==> config.mk <==
export PLATFORM = sky130hd
export DESIGN_NAME = accel_step_detector_top
export DESIGN_NICKNAME = d
export VERILOG_FILES = /design/src/sv/asd_pkg.sv /design/src/sv/asd_regs.sv /design/src/sv/accel_step_detector_top.sv
export VERILOG_INCLUDE_DIRS = /design/src /design/src/sv
export SDC_FILE = /design/constraint.sdc
export NUM_CORES = 2
export LEC_CHECK = 0
export ABC_AREA = 0
export BUFFER_PORTS_ARGS = -buffer_cell sky130_fd_sc_hd__buf_2
export CORE_MARGIN = 3
export CORE_UTILIZATION = 48
export CTS_CLUSTER_DIAMETER = 120
export DETAILED_ROUTE_END_ITERATION = 16
export PLACE_DENSITY_LB_ADDON = 0.2
export SLEW_MARGIN = 25
export SYNTH_ARGS = -nofsm -noshare
export SYNTH_HDL_FRONTEND = slang
export SYNTH_HIERARCHICAL = 1
export SYNTH_SLANG_ARGS = --single-unit
==> constraint.sdc <==
create_clock -name clk -period 8.2 [get_ports clk]
set_input_delay 0 -clock clk [delete_from_list [all_inputs] [get_ports clk]]
set_output_delay 0 -clock clk [all_outputs]
set_load 0.005 [all_outputs]
==> src/sv/accel_step_detector_top_macros.svh <==
`ifndef ACCEL_STEP_DETECTOR_TOP_MACROS_SVH
`define ACCEL_STEP_DETECTOR_TOP_MACROS_SVH

// check that holds in the same cycle as the trigger
`define ASD_ASSERT_NOW(label, trig, prop, msg) \
  label: assert property (@(posedge clk) disable iff (!rst_n) (trig) |-> (prop)) \
    else $error(msg);

// check that holds in the cycle after the trigger
`define ASD_ASSERT_NEXT(label, trig, prop, msg) \
  label: assert property (@(posedge clk) disable iff (!rst_n) (trig) |=> (prop)) \
    else $error(msg);

`endif

==> src/sv/asd_pkg.sv <==
`default_nettype none

package asd_pkg;

  // magnitude and datapath widths
  localparam int MAG_W      = 16;
  localparam int ACC_W      = 32;
  localparam int REM_W      = 17;
  localparam int MUL_W      = 18;
  localparam int ROOT_STEPS = 16;

  // register file addressing
  localparam int REG_ADDR_W = 5;
  localparam int REG_IDX_W  = 3;

  localparam logic [REG_IDX_W-1:0] REG_STEP_MARGIN     = 3'd0;
  localparam logic [REG_IDX_W-1:0] REG_MIN_INTERVAL_MS = 3'd1;
  localparam logic [REG_IDX_W-1:0] REG_TILT_IDLE_BELOW = 3'd2;
  localparam logic [REG_IDX_W-1:0] REG_TILT_BAND_LOW   = 3'd3;
  localparam logic [REG_IDX_W-1:0] REG_TILT_BAND_HIGH  = 3'd4;

  // level codes
  localparam logic [1:0] LEVEL_IDLE   = 2'd0;
  localparam logic [1:0] LEVEL_SINGLE = 2'd1;
  localparam logic [1:0] LEVEL_BOTH   = 2'd2;

  typedef struct packed {
    logic               command;
    logic signed [15:0] accel_x;
    logic signed [15:0] accel_y;
    logic signed [15:0] accel_z;
    logic [31:0]        now_ms;
  } in_item_t;

  typedef struct packed {
    logic [31:0] step_count;
    logic        step_seen;
    logic        window_ready;
    logic        led_green;
    logic        led_red;
    logic [1:0]  level_code;
  } out_item_t;

  typedef struct packed {
    logic [15:0]        step_margin;
    logic [15:0]        min_interval_ms;
    logic signed [15:0] tilt_idle_below;
    logic signed [15:0] tilt_band_low;
    logic signed [15:0] tilt_band_high;
  } cfg_t;

  localparam cfg_t CFG_RESET = '{
    step_margin:     16'd1597,
    min_interval_ms: 16'd400,
    tilt_idle_below: 16'sd1,
    tilt_band_low:   16'sd2048,
    tilt_band_high:  16'sd2253
  };

endpackage

`default_nettype wire

==> src/sv/asd_regs.sv <==
`default_nettype none

module asd_regs (
  input  wire logic                           clk,
  input  wire logic                           rst_n,
  input  wire logic                           psel,
  input  wire logic                           penable,
  input  wire logic                           pwrite,
  input  wire logic [asd_pkg::REG_ADDR_W-1:0] paddr,
  input  wire logic [31:0]                    pwdata,
  output logic [31:0]                         prdata,
  output logic                                pready,
  output asd_pkg::cfg_t                       cfg
);
  import asd_pkg::*;

  cfg_t                 cfg_r;
  logic [REG_IDX_W-1:0] reg_idx;
  logic                 wr_en;

  assign reg_idx = paddr[REG_ADDR_W-1:2];
  assign wr_en   = psel && penable && pwrite;
  assign pready  = 1'b1;
  assign cfg     = cfg_r;

  // register writes in the access phase
  always_ff @(posedge clk) begin
    if (!rst_n) begin
      cfg_r <= CFG_RESET;
    end else if (wr_en) begin
      unique case (reg_idx)
        REG_STEP_MARGIN:     cfg_r.step_margin     <= pwdata[15:0];
        REG_MIN_INTERVAL_MS: cfg_r.min_interval_ms <= pwdata[15:0];
        REG_TILT_IDLE_BELOW: cfg_r.tilt_idle_below <= pwdata[15:0];
        REG_TILT_BAND_LOW:   cfg_r.tilt_band_low   <= pwdata[15:0];
        REG_TILT_BAND_HIGH:  cfg_r.tilt_band_high  <= pwdata[15:0];
        default: ;
      endcase
    end
  end

  // read mux, signed fields come back sign extended
  always_comb begin
    unique case (reg_idx)
      REG_STEP_MARGIN:     prdata = {16'b0, cfg_r.step_margin};
      REG_MIN_INTERVAL_MS: prdata = {16'b0, cfg_r.min_interval_ms};
      REG_TILT_IDLE_BELOW: prdata = {{16{cfg_r.tilt_idle_below[15]}}, cfg_r.tilt_idle_below};
      REG_TILT_BAND_LOW:   prdata = {{16{cfg_r.tilt_band_low[15]}}, cfg_r.tilt_band_low};
      REG_TILT_BAND_HIGH:  prdata = {{16{cfg_r.tilt_band_high[15]}}, cfg_r.tilt_band_high};
      default:             prdata = 32'b0;
    endcase
  end

endmodule

`default_nettype wire

==> src/sv/accel_step_detector_top.sv <==
`default_nettype none
`include "accel_step_detector_top_macros.svh"

// channel   | handshake             | payload
// ----------+-----------------------+--------------------------------------
// input     | in_valid / in_ready   | in_data   (asd_pkg::in_item_t)
// result    | out_valid / out_ready | out_data  (asd_pkg::out_item_t)
// config    | psel/penable/pwrite   | paddr, pwdata, prdata (pready high)
//
// a sample item passes from accept to result through the squaring steps on the
// shared 18x18 multiplier, the bit-serial root steps, a ring update and a decision
// a clear item goes straight to the decision stage
// in_ready is high only while idle, so no item is taken until the last one is done
// a waiting result holds the decision stage, and no new item is taken meanwhile
// synchronous active-low reset clears the ring, counters, LEDs and registers

module accel_step_detector_top #(
  parameter int WINDOW_DEPTH = 5
) (
  input  wire logic                           clk,
  input  wire logic                           rst_n,
  input  wire logic                           in_valid,
  output logic                                in_ready,
  input  wire asd_pkg::in_item_t              in_data,
  output logic                                out_valid,
  input  wire logic                           out_ready,
  output asd_pkg::out_item_t                  out_data,
  input  wire logic                           psel,
  input  wire logic                           penable,
  input  wire logic                           pwrite,
  input  wire logic [asd_pkg::REG_ADDR_W-1:0] paddr,
  input  wire logic [31:0]                    pwdata,
  output logic [31:0]                         prdata,
  output logic                                pready
);
  import asd_pkg::*;

  localparam int POS_W  = $clog2(WINDOW_DEPTH);
  localparam int SUM_W  = MAG_W + $clog2(WINDOW_DEPTH);
  localparam int PROD_W = 2 * MUL_W;
  localparam int CNT_W  = $clog2(ROOT_STEPS);

  localparam logic [POS_W-1:0]        POS_LAST  = POS_W'(WINDOW_DEPTH - 1);
  localparam logic signed [MUL_W-1:0] DEPTH_OP  = MUL_W'(WINDOW_DEPTH);
  localparam logic [CNT_W-1:0]        SQ_LAST   = CNT_W'(3);
  localparam logic [CNT_W-1:0]        ROOT_LAST = CNT_W'(ROOT_STEPS - 1);

  localparam logic [2:0] ST_IDLE = 3'd0;
  localparam logic [2:0] ST_SQ   = 3'd1;
  localparam logic [2:0] ST_ROOT = 3'd2;
  localparam logic [2:0] ST_UPD  = 3'd3;
  localparam logic [2:0] ST_DEC  = 3'd4;

  cfg_t cfg;

  // register file
  asd_regs u_regs (
    .clk     (clk),
    .rst_n   (rst_n),
    .psel    (psel),
    .penable (penable),
    .pwrite  (pwrite),
    .paddr   (paddr),
    .pwdata  (pwdata),
    .prdata  (prdata),
    .pready  (pready),
    .cfg     (cfg)
  );

  // control state
  logic [2:0]       state_r, state_nxt;
  logic [CNT_W-1:0] cnt_r, cnt_nxt;
  logic [POS_W-1:0] pos_r, pos_nxt;
  logic             filled_r, filled_nxt;
  logic [SUM_W-1:0] sum_r, sum_nxt;
  logic [MAG_W-1:0] ring_r [WINDOW_DEPTH];
  logic [MAG_W-1:0] ring_nxt [WINDOW_DEPTH];
  logic [31:0]      last_ms_r, last_ms_nxt;
  logic [31:0]      total_r, total_nxt;
  logic             green_r, green_nxt;
  logic             red_r, red_nxt;
  logic             out_valid_r, out_valid_nxt;

  // datapath
  in_item_t                  item_r, item_nxt;
  logic [ACC_W-1:0]          acc_r, acc_nxt;
  logic [REM_W-1:0]          rem_r, rem_nxt;
  logic [MAG_W-1:0]          root_r, root_nxt;
  logic signed [PROD_W-1:0]  prod_r;
  logic                      time_ok_r, time_ok_nxt;
  out_item_t                 out_r, out_nxt;

  logic                      slot_free;
  logic                      in_acc;
  logic                      dec_go;
  logic signed [MUL_W-1:0]   mul_a;
  logic signed [MUL_W-1:0]   mul_b;
  logic signed [MUL_W-1:0]   excess_op;
  logic [REM_W+1:0]          rem_sh;
  logic [REM_W+1:0]          trial;
  logic [REM_W+1:0]          rem_sub;
  logic                      root_ge;
  logic                      excess_hit;
  logic                      step_hit;
  logic                      tilt_green;
  logic                      tilt_red;
  logic [1:0]                tilt_level;

  assign slot_free = !out_valid_r || out_ready;
  assign in_ready  = (state_r == ST_IDLE);
  assign in_acc    = in_valid && in_ready;
  assign dec_go    = (state_r == ST_DEC) && slot_free;
  assign out_valid = out_valid_r;
  assign out_data  = out_r;

  // shared multiplier operands: squares of the axes, then excess times depth,
  // kept on the excess while the decision waits
  assign excess_op = $signed({2'b00, root_r}) - $signed({2'b00, cfg.step_margin});

  always_comb begin
    mul_a = '0;
    mul_b = '0;
    if (state_r == ST_UPD || state_r == ST_DEC) begin
      mul_a = excess_op;
      mul_b = DEPTH_OP;
    end else if (state_r == ST_SQ) begin
      unique case (cnt_r[1:0])
        2'd0: begin
          mul_a = MUL_W'(item_r.accel_x);
          mul_b = MUL_W'(item_r.accel_x);
        end
        2'd1: begin
          mul_a = MUL_W'(item_r.accel_y);
          mul_b = MUL_W'(item_r.accel_y);
        end
        2'd2: begin
          mul_a = MUL_W'(item_r.accel_z);
          mul_b = MUL_W'(item_r.accel_z);
        end
        default: ;
      endcase
    end
  end

  // one step of the restoring square root: two radicand bits in, one root bit out
  assign rem_sh  = {rem_r, acc_r[ACC_W-1:ACC_W-2]};
  assign trial   = {1'b0, root_r, 2'b01};
  assign root_ge = rem_sh >= trial;
  assign rem_sub = rem_sh - trial;

  // (mag - thr) * depth > sum is the same as (mag - mean) > thr
  assign excess_hit = prod_r > $signed({{(PROD_W-SUM_W){1'b0}}, sum_r});
  assign step_hit   = filled_r && excess_hit && time_ok_r;

  // tilt bands, first match wins
  always_comb begin
    if (item_r.accel_y < cfg.tilt_idle_below) begin
      tilt_green = 1'b0; tilt_red = 1'b0; tilt_level = LEVEL_IDLE;
    end else if (item_r.accel_y < cfg.tilt_band_low) begin
      tilt_green = 1'b0; tilt_red = 1'b1; tilt_level = LEVEL_SINGLE;
    end else if (item_r.accel_y < cfg.tilt_band_high) begin
      tilt_green = 1'b1; tilt_red = 1'b1; tilt_level = LEVEL_BOTH;
    end else begin
      tilt_green = 1'b1; tilt_red = 1'b0; tilt_level = LEVEL_SINGLE;
    end
  end

  // sequencer and next-state logic
  always_comb begin
    state_nxt     = state_r;
    cnt_nxt       = cnt_r;
    pos_nxt       = pos_r;
    filled_nxt    = filled_r;
    sum_nxt       = sum_r;
    ring_nxt      = ring_r;
    last_ms_nxt   = last_ms_r;
    total_nxt     = total_r;
    green_nxt     = green_r;
    red_nxt       = red_r;
    item_nxt      = item_r;
    acc_nxt       = acc_r;
    rem_nxt       = rem_r;
    root_nxt      = root_r;
    time_ok_nxt   = time_ok_r;
    out_nxt       = out_r;
    out_valid_nxt = out_valid_r && !out_ready;

    unique case (state_r)
      ST_IDLE: begin
        if (in_acc) begin
          item_nxt = in_data;
          if (in_data.command) begin
            state_nxt = ST_DEC;
          end else begin
            acc_nxt   = '0;
            cnt_nxt   = '0;
            state_nxt = ST_SQ;
          end
        end
      end
      ST_SQ: begin
        if (cnt_r != '0) begin
          acc_nxt = acc_r + prod_r[ACC_W-1:0];
        end
        if (cnt_r == SQ_LAST) begin
          cnt_nxt   = '0;
          rem_nxt   = '0;
          root_nxt  = '0;
          state_nxt = ST_ROOT;
        end else begin
          cnt_nxt = cnt_r + 1'b1;
        end
      end
      ST_ROOT: begin
        rem_nxt  = root_ge ? rem_sub[REM_W-1:0] : rem_sh[REM_W-1:0];
        root_nxt = {root_r[MAG_W-2:0], root_ge};
        acc_nxt  = {acc_r[ACC_W-3:0], 2'b00};
        cnt_nxt  = cnt_r + 1'b1;
        if (cnt_r == ROOT_LAST) begin
          state_nxt = ST_UPD;
        end
      end
      ST_UPD: begin
        sum_nxt          = sum_r - SUM_W'(ring_r[pos_r]) + SUM_W'(root_r);
        ring_nxt[pos_r]  = root_r;
        if (pos_r == POS_LAST) begin
          pos_nxt    = '0;
          filled_nxt = 1'b1;
        end else begin
          pos_nxt = pos_r + 1'b1;
        end
        time_ok_nxt = (item_r.now_ms - last_ms_r) > {16'b0, cfg.min_interval_ms};
        state_nxt   = ST_DEC;
      end
      ST_DEC: begin
        if (slot_free) begin
          if (item_r.command) begin
            // clear item: zero the count, report current window and LEDs
            total_nxt            = 32'b0;
            out_nxt.step_count   = 32'b0;
            out_nxt.step_seen    = 1'b0;
            out_nxt.window_ready = filled_r;
            out_nxt.led_green    = green_r;
            out_nxt.led_red      = red_r;
            out_nxt.level_code   = LEVEL_IDLE;
          end else begin
            if (step_hit) begin
              last_ms_nxt = item_r.now_ms;
              total_nxt   = total_r + 1'b1;
            end
            if (filled_r) begin
              green_nxt = tilt_green;
              red_nxt   = tilt_red;
            end
            out_nxt.step_count   = step_hit ? total_r + 1'b1 : total_r;
            out_nxt.step_seen    = step_hit;
            out_nxt.window_ready = filled_r;
            out_nxt.led_green    = filled_r ? tilt_green : green_r;
            out_nxt.led_red      = filled_r ? tilt_red : red_r;
            out_nxt.level_code   = filled_r ? tilt_level : LEVEL_IDLE;
          end
          out_valid_nxt = 1'b1;
          state_nxt     = ST_IDLE;
        end
      end
      default: state_nxt = ST_IDLE;
    endcase
  end

  // control registers
  always_ff @(posedge clk) begin
    if (!rst_n) begin
      state_r     <= ST_IDLE;
      cnt_r       <= '0;
      pos_r       <= '0;
      filled_r    <= 1'b0;
      sum_r       <= '0;
      last_ms_r   <= 32'b0;
      total_r     <= 32'b0;
      green_r     <= 1'b0;
      red_r       <= 1'b0;
      out_valid_r <= 1'b0;
      for (int i = 0; i < WINDOW_DEPTH; i++) begin
        ring_r[i] <= '0;
      end
    end else begin
      state_r     <= state_nxt;
      cnt_r       <= cnt_nxt;
      pos_r       <= pos_nxt;
      filled_r    <= filled_nxt;
      sum_r       <= sum_nxt;
      last_ms_r   <= last_ms_nxt;
      total_r     <= total_nxt;
      green_r     <= green_nxt;
      red_r       <= red_nxt;
      out_valid_r <= out_valid_nxt;
      ring_r      <= ring_nxt;
    end
  end

  // payload registers
  always_ff @(posedge clk) begin
    item_r    <= item_nxt;
    acc_r     <= acc_nxt;
    rem_r     <= rem_nxt;
    root_r    <= root_nxt;
    prod_r    <= mul_a * mul_b;
    time_ok_r <= time_ok_nxt;
    out_r     <= out_nxt;
  end

  // checks
  `ASD_ASSERT_NEXT(a_item_busy, in_acc, !in_ready, "accept did not leave idle")
  `ASD_ASSERT_NOW(a_pos_range, 1'b1, pos_r <= POS_LAST, "ring position past window depth")
  `ASD_ASSERT_NOW(a_step_needs_window, out_valid && out_data.step_seen, out_data.window_ready, "step reported before window filled")
  `ASD_ASSERT_NEXT(a_dec_delivers, dec_go, out_valid && state_r == ST_IDLE, "decision did not deliver a result")

endmodule

`default_nettype wire

---- Word level (Yosys, flattened, before mapping) ----
Cells that the tools add are included.
operators by class
  add/sub/neg operators ................... 9
  $mul .................................... 1
  $lt $le $gt $ge ......................... 8
  eq/ne operators ......................... 19
  muxes and demuxes ....................... 47
  bitwise operators ....................... 3
  reduce and logical (&&, ||, !) cells .... 33
operators with widths
  cell                                            number
  two-way mux 32 bit                              5
  one-hot mux 32 bit (5 select lines)             1
  one-hot mux 32 bit (3 select lines)             1
  bitwise mux 80 bit                              1
  two-way mux 16 bit                              4
  two-way mux 18 bit                              3
  one-hot mux 18 bit (3 select lines)             1
  binary-select mux 16 bit (select 3 bit)         1
  demux 16 bit (select 3 bit)                     1
  less-than comparator 16 bit                     3
  > comparator 36 x 20 -> 1 bit                   1
  multiplier 18 x 18 -> 36 bit                    1
  two-way mux 17 bit                              2
  one-hot mux 17 bit (2 select lines)             1
  adder 32 x 1 -> 32 bit (second input constant)  1
  adder 32 bit                                    1
  > comparator 32 x 16 -> 1 bit                   1
  one-hot mux 16 bit (2 select lines)             1
  subtractor 32 bit                               1
  adder 19 x 16 -> 19 bit                         1
  greater-or-equal comparator 19 x 18 -> 1 bit    1
  subtractor 19 x 16 -> 19 bit                    1
  two-way mux 3 bit                               6
  AND reduction 2 bit                             9
  34 further kinds                                71
storage, ports and cells
  register bits after elaboration ......... 478
  input port bits ......................... 125
  output and inout bits ................... 73

---- Depth between registers and ports, before layout ----
  depth after elaboration ................. 6
  gate-level depth with buffers ........... 37

---- Cells and area by module ----
Netlist, hierarchy kept.
by module, submodules not included
  module                   instances  cells an instance  area each (µm²)
  accel_step_detector_top  1          3897               35061.1
  asd_regs                 1          402                3856.2

---- Least setup slack after synthesis ----
No wires, ideal clock.
  path kind ............................... reg2reg
  start point ............................. register root_r[0]
  end point ............................... register prod_r[35]
  setup time .............................. 121 ps
  data arrival time ....................... 7867 ps
  required time ........................... 8079 ps
  setup slack ............................. 212 ps
  cell stages (with the launch flop) ...... 35
  buffers on the path ..................... 1
  clock period less this slack ............ 7988 ps
  cells stage by stage .................... edfxtp_1 > inv_1 > ha_1 > fa_1 > nor2b_1 > o21ai_0 > a21boi_0 > o21ai_0 > a21boi_0 > o21ai_1 > a21oi_1 > nor3_1 > o41ai_2 > buf_2 > nand2_1 > fa_1 > fa_1 > inv_1 > fa_1 > inv_1 > fa_1 > inv_1 > fa_1 > inv_1 > fa_1 > inv_1 > ha_1 > nand3_1 > a211oi_1 > o21ai_0 > a311oi_2 > a211oi_1 > o31ai_1 > a21oi_1 > xnor2_1
on the way
  cells in the longest elaborated chain, start to end .. 3
RTL lines
  element                       line                            RTL
  start: declaration            accel_step_detector_top.sv:88   logic [MAG_W-1:0] root_r, root_nxt;
  start signal: assignment      accel_step_detector_top.sv:306  root_r <= root_nxt;
  subtractor 16 x 16 -> 17 bit  accel_step_detector_top.sv:118  assign excess_op = $signed({2'b00, root_r}) - $signed({2'b00, cfg.step_margin});
  two-way mux 18 bit            accel_step_detector_top.sv:123  if (state_r == ST_UPD || state_r == ST_DEC) begin
  multiplier 18 x 18 -> 36 bit  accel_step_detector_top.sv:307  prod_r <= mul_a * mul_b;
  end signal: assignment        accel_step_detector_top.sv:307
  end: declaration              accel_step_detector_top.sv:89   logic signed [PROD_W-1:0] prod_r;
No other way between the ends.
A chain may end at the register's enable or synchronous reset.

---- Final worst setup path ----
  start point ............................. register root_r[1]
  end point ............................... register prod_r[31]
Same word-level chain as after synthesis.

==> results.md <==
| Group | Quantity | Value |
| --- | --- | --- |
| die | Die height | 291 um |
| logic synthesis | Dominant cell type by area after synthesis | sky130_fd_sc_hd__fa_1 |
| logic synthesis | Net Count, Synth | 5,051 |
| worst setup path | Worst R2R Setup Slack | 0.46 ns |
| logic synthesis | Top FF cell, synth | sky130_fd_sc_hd__dfxtp_1 |
| logic synthesis | Dominant cells by area after synthesis | sky130_fd_sc_hd__fa_1, sky130_fd_sc_hd__dfxtp_1, sky130_fd_sc_hd__edfxtp_1, sky130_fd_sc_hd__ha_1, sky130_fd_sc_hd__inv_1 |
| status | Result of the run | completed |
| cts | Maximum clock insertion buffer count | 3 |
| cells and area | Number of cells in the finished layout apart from fillers | 5,683 |
| cts | CTS Root Cell | sky130_fd_sc_hd__clkbuf_16 |
| sta | Min Tclk post-route | 7.74 ns |
| worst setup path | Logic depth of the worst register-to-register path | 30 |
| worst setup path | End of the worst register-to-register path | prod_r[31]$_DFF_P_ |
| sta | Setup slack after layout | 0.456 ns |
| grt | Total congestion overflow | 0 |
| logic synthesis | Most instantiated library cell after synthesis | sky130_fd_sc_hd__inv_1 |
| die | Number of placement rows | 103 |
| cts | Cts bufs inserted | 55 |
| sta | Transition time at the pin with the least slew margin | 1.06 ns |
| worst setup path | Critical path type | flop to flop |
| route | Wire length per cell after detailed routing | 18.7 um |
| logic synthesis | Synth Cell Area | 38,900 sq um |
| cells and area | Nets@finish | 5,338 |
| cts | Clock tree from TritonCTS | built |
| route | Number of vias in the routed layout | 30,700 |
| worst setup path | Biggest fanout along the worst timing path | 11 |
| min path | Worst hold path cell count | 2 |
| worst setup path | Critical Path Start Type | flop |
| placed design | Detailed placer's ending HPWL | 79,900 um |
| die | Number of primary I/O pins | 198 |
| grt | Number of antenna violations at the first check in global routing | 1 |
| power | Clock share of power | 38.7% |
| sta | FMAX | 0.129 GHz |
| cells and area | Number of inserted diodes | 0 |
| placed design | Placement Cell Area | 41,300 sq um |
| logic synthesis | Cells after Synth | 4,299 |
| sta | Total of endpoints with negative setup slack in the final report | 0 |
| sta | Final Hold Vio Count | 0 |
| sta | Final worst-path cycle share | 94.4% |
| cells and area | Area Growth Syn to Fin | 14.5% |
| flow run | Count of max-cap constraint violations | 0 |
| route | Total wire length after detailed routing | 106,000 um |
| die | Die area | 84,500 sq um |
| power | Net switching share of the total power | 30.1% |
| die | Effective utilization at floorplan | 48.9% |
| logic synthesis | YS warnings | 6 |
| power | Share of power burned in combinational logic | 22.1% |
| min path | Origin of the worst min-delay path | in_data[13] |
| cts | Clock insertion delay at the later pin of the skew report | 0.63 ns |
| worst setup path | Largest incremental delay on the critical path | 0.54 ns |
| sta | Max-slew violation count | 0 |
| sta | Fin Clk Skew | 0.0315 ns |
| cts | Total number of clock tree sinks | 478 |
| power | Internal | 4.76 mW |
| route | Post-DRT Antenna Nets | 0 |
| power | Fraction of power consumed by sequential logic | 39.2% |
| logic synthesis | Synthesis-stage register bit count | 478 |
| worst setup path | Crit path required time | 8.74 ns |
| cts | H-tree level count | 2 |
| route | Number of remaining DRC errors | 0 |
| placed design | Worst slack at placement | -0.177 ns |
| logic synthesis | Area fraction of the dominant cell type after synthesis | 17.1% |
| power | Total Power | 6.81 mW |
| cts | Clock transition at the registers of the reported paths | 0.06 ns |
| power | Net switching power | 2.05 mW |
| logic synthesis | Synth cell types | 101 |
| cells and area | Share of cells above drive strength 1 | 10.7% |
| worst setup path | Crit path max-delay cell type | sky130_fd_sc_hd__fa_1 |
| route | Via-per-instance ratio | 5.41 |
| logic synthesis | Number of enable-type register cells in the synthesized netlist | 185 |
| worst setup path | Startpoint of the worst register-to-register path | root_r[1]$_SDFFCE_PN0P_ |
| sta | Setup_tns | 0 ns |
| power | Largest voltage drop on the vdd net | 0.176 mV |
| grt | Maximum number of pins on one net before global-route repair | 188 |
| cells and area | Layout fillers | 7,157 |
| route | DRC violation total after the first TritonRoute iteration | 2,357 |
| placed design | Buffers on Ports | 178 |
| die | Area inside the core boundary | 79,600 sq um |
| grt | Number of global-route vias before repair | 30,700 |
| power | LEAKAGE | 19.2 nW |
| min path | Hold Path Sink | item_r[13]$_DFFE_PP_ |
| grt | Total routing usage reported by global routing | 25.1% |
| power | Power Density | 153 nW/um^2 |
| logic synthesis | Post-Synthesis Mean Instance Area | 9.05 sq um |
| worst setup path | Cell type with the highest occurrence count on the critical path | sky130_fd_sc_hd__fa_1 |
| placed design | Number of placed cells counting well taps | 5,466 |
| min path | Type of the most critical hold path | input pin to flop |
| logic synthesis | Post-synthesis async set-or-reset flop share | 0% |
| logic synthesis | Most used standard cells in the synthesized netlist | sky130_fd_sc_hd__inv_1, sky130_fd_sc_hd__nand2_1, sky130_fd_sc_hd__fa_1 |
| die | Horiz. Die Dim | 291 um |
| logic synthesis | Share of synthesized area occupied by flip-flops and latches | 29.3% |
| worst setup path | Worst Path Arrival | 8.28 ns |
| grt | First-pass GRT wire length | 170,000 um |
| cells and area | Summed area of non-filler cells in the final layout | 44,600 sq um |
| sta | Relative slew slack | 29.2% |
| route | First-pass iteration count of the detailed router | 8 |
| placed design | Gpl congestion | 0.929 |
| worst setup path | Critical path endpoint category | flop |
-- power by group through the flow --
stage	registers, mW	clock network (mW)	logic, mW
global placement	2.72	0	1.42
CTS	2.67	2.69	1.48
floorplan	2.68	0	1.04
global route	2.68	2.77	1.69
detailed placement	2.72	0	1.43
finish	2.67	2.64	1.50
-- cells by family (layout without fill, tap and decap cells) --
logic type               count (synthesis)  after routing  synth area share [%]
AO/OA/AOI/OAI                          780            780                  13.5
AND/OR/NAND/NOR                       1274           1274                  14.8
buffers and inverters                  875           1209                  8.88
flip-flops                             478            478                  29.3
other                                    1              1               0.00964
adder cells (fa/ha/maj)                627            627                  26.6
multiplexers                           120            120                  3.65
XOR/XNOR                               144            144                  3.24
-- cell type report --
cell class	instances	area, sq um	area share (%)
Inverter	694	2610	5.84
Timing Repair Buffer	411	2960	6.64
Clock buffer	72	1580	3.54
Tap cell	1050	1310	2.95
Clock inverter	32	383	0.859
Multi-Input combinational cell	2946	24300	54.5
Sequential cell	478	11400	25.6
-- worst max-delay path, delay by kind of cell (launching register included) --
kind            cells  cell delay [ns]
xor+xnor            1             0.14
buf+inv             4             0.43
fa+ha+maj           8             3.66
flops               1             0.42
compound gates     11             2.28
simple gates        6             0.72
-- worst max path at each step --
stage	start	to	slack [ns]	depth (start not counted)
floorplan	root_r[0]$_SDFFCE_PN0P_	prod_r[35]$_DFF_P_	0.21	34
global placement	u_regs/cfg[65]$_SDFFE_PN0P_	prod_r[35]$_DFF_P_	-0.07	31
detailed placement	u_regs/cfg[65]$_SDFFE_PN0P_	prod_r[35]$_DFF_P_	-0.18	31
CTS	root_r[0]$_SDFFCE_PN0P_	prod_r[35]$_DFF_P_	0.04	33
global route	cnt_r[1]$_SDFFE_PN0P_	prod_r[35]$_DFF_P_	-0.01	28
finish	root_r[1]$_SDFFCE_PN0P_	prod_r[31]$_DFF_P_	0.46	30
-- cell usage in the layout (no fill, tap or decap), types with 63 or more instances in the layout --
cell type and n:
sky130_fd_sc_hd__inv_1 688, sky130_fd_sc_hd__nand2_1 630, sky130_fd_sc_hd__fa_1 330, sky130_fd_sc_hd__dfxtp_1 292, sky130_fd_sc_hd__ha_1 289, sky130_fd_sc_hd__nor2_1 242, sky130_fd_sc_hd__edfxtp_1 185, sky130_fd_sc_hd__buf_2 177
sky130_fd_sc_hd__o21ai_0 136, sky130_fd_sc_hd__a21boi_0 134, sky130_fd_sc_hd__a21oi_1 128, sky130_fd_sc_hd__buf_4 118, sky130_fd_sc_hd__dlygate4sd3_1 109, sky130_fd_sc_hd__mux2i_1 88, sky130_fd_sc_hd__nand3_1 87, sky130_fd_sc_hd__xnor2_1 82
sky130_fd_sc_hd__a21o_1 68, sky130_fd_sc_hd__and2_1 63
-- metrics by stage --
stage                     hold slack [ns]  utilization [%]
after floorplan                    0.0989                -
after global placement              0.178             51.8
after detailed placement            0.178             51.8
after CTS                          0.0415             55.7
after global routing               0.0694             56.0
final                              0.0821             56.0
-- repair_timing --
| action | 4_1_cts | 5_1_grt |
|---|---|---|
| setup buffers | 0 | 5 |
| pin swaps | 1 | 20 |
| setup endpoints to repair | 8 | 15 |
| hold endpoints to repair | 246 | 0 |
| resized for setup | 10 | 41 |
| hold buffers | 109 | 0 |
-- registers in the layout (all words and copies together) (netlist names) --
signal      count
total_r        32
last_ms_r      32
ring_r         80
acc_r          32
out_valid       1
time_ok_r       1
root_r         16
red_r           1
prod_r         36
cnt_r           4
item_r         81
pos_r           3
u_regs/cfg     80
green_r         1
rem_r          17
out_data       38
state_r         3
sum_r          19
filled_r        1
-- layer usage --
| metal | GRT usage, % | routed length, um |
|---|---|---|
| met4 | 7.02 | 3090 |
| met2 | 39.9 | 47700 |
| met1 | 35.7 | 48600 |
| met3 | 3.68 | 6840 |
| met5 | 0 | 0 |
(Power assumes the default switching activity.)
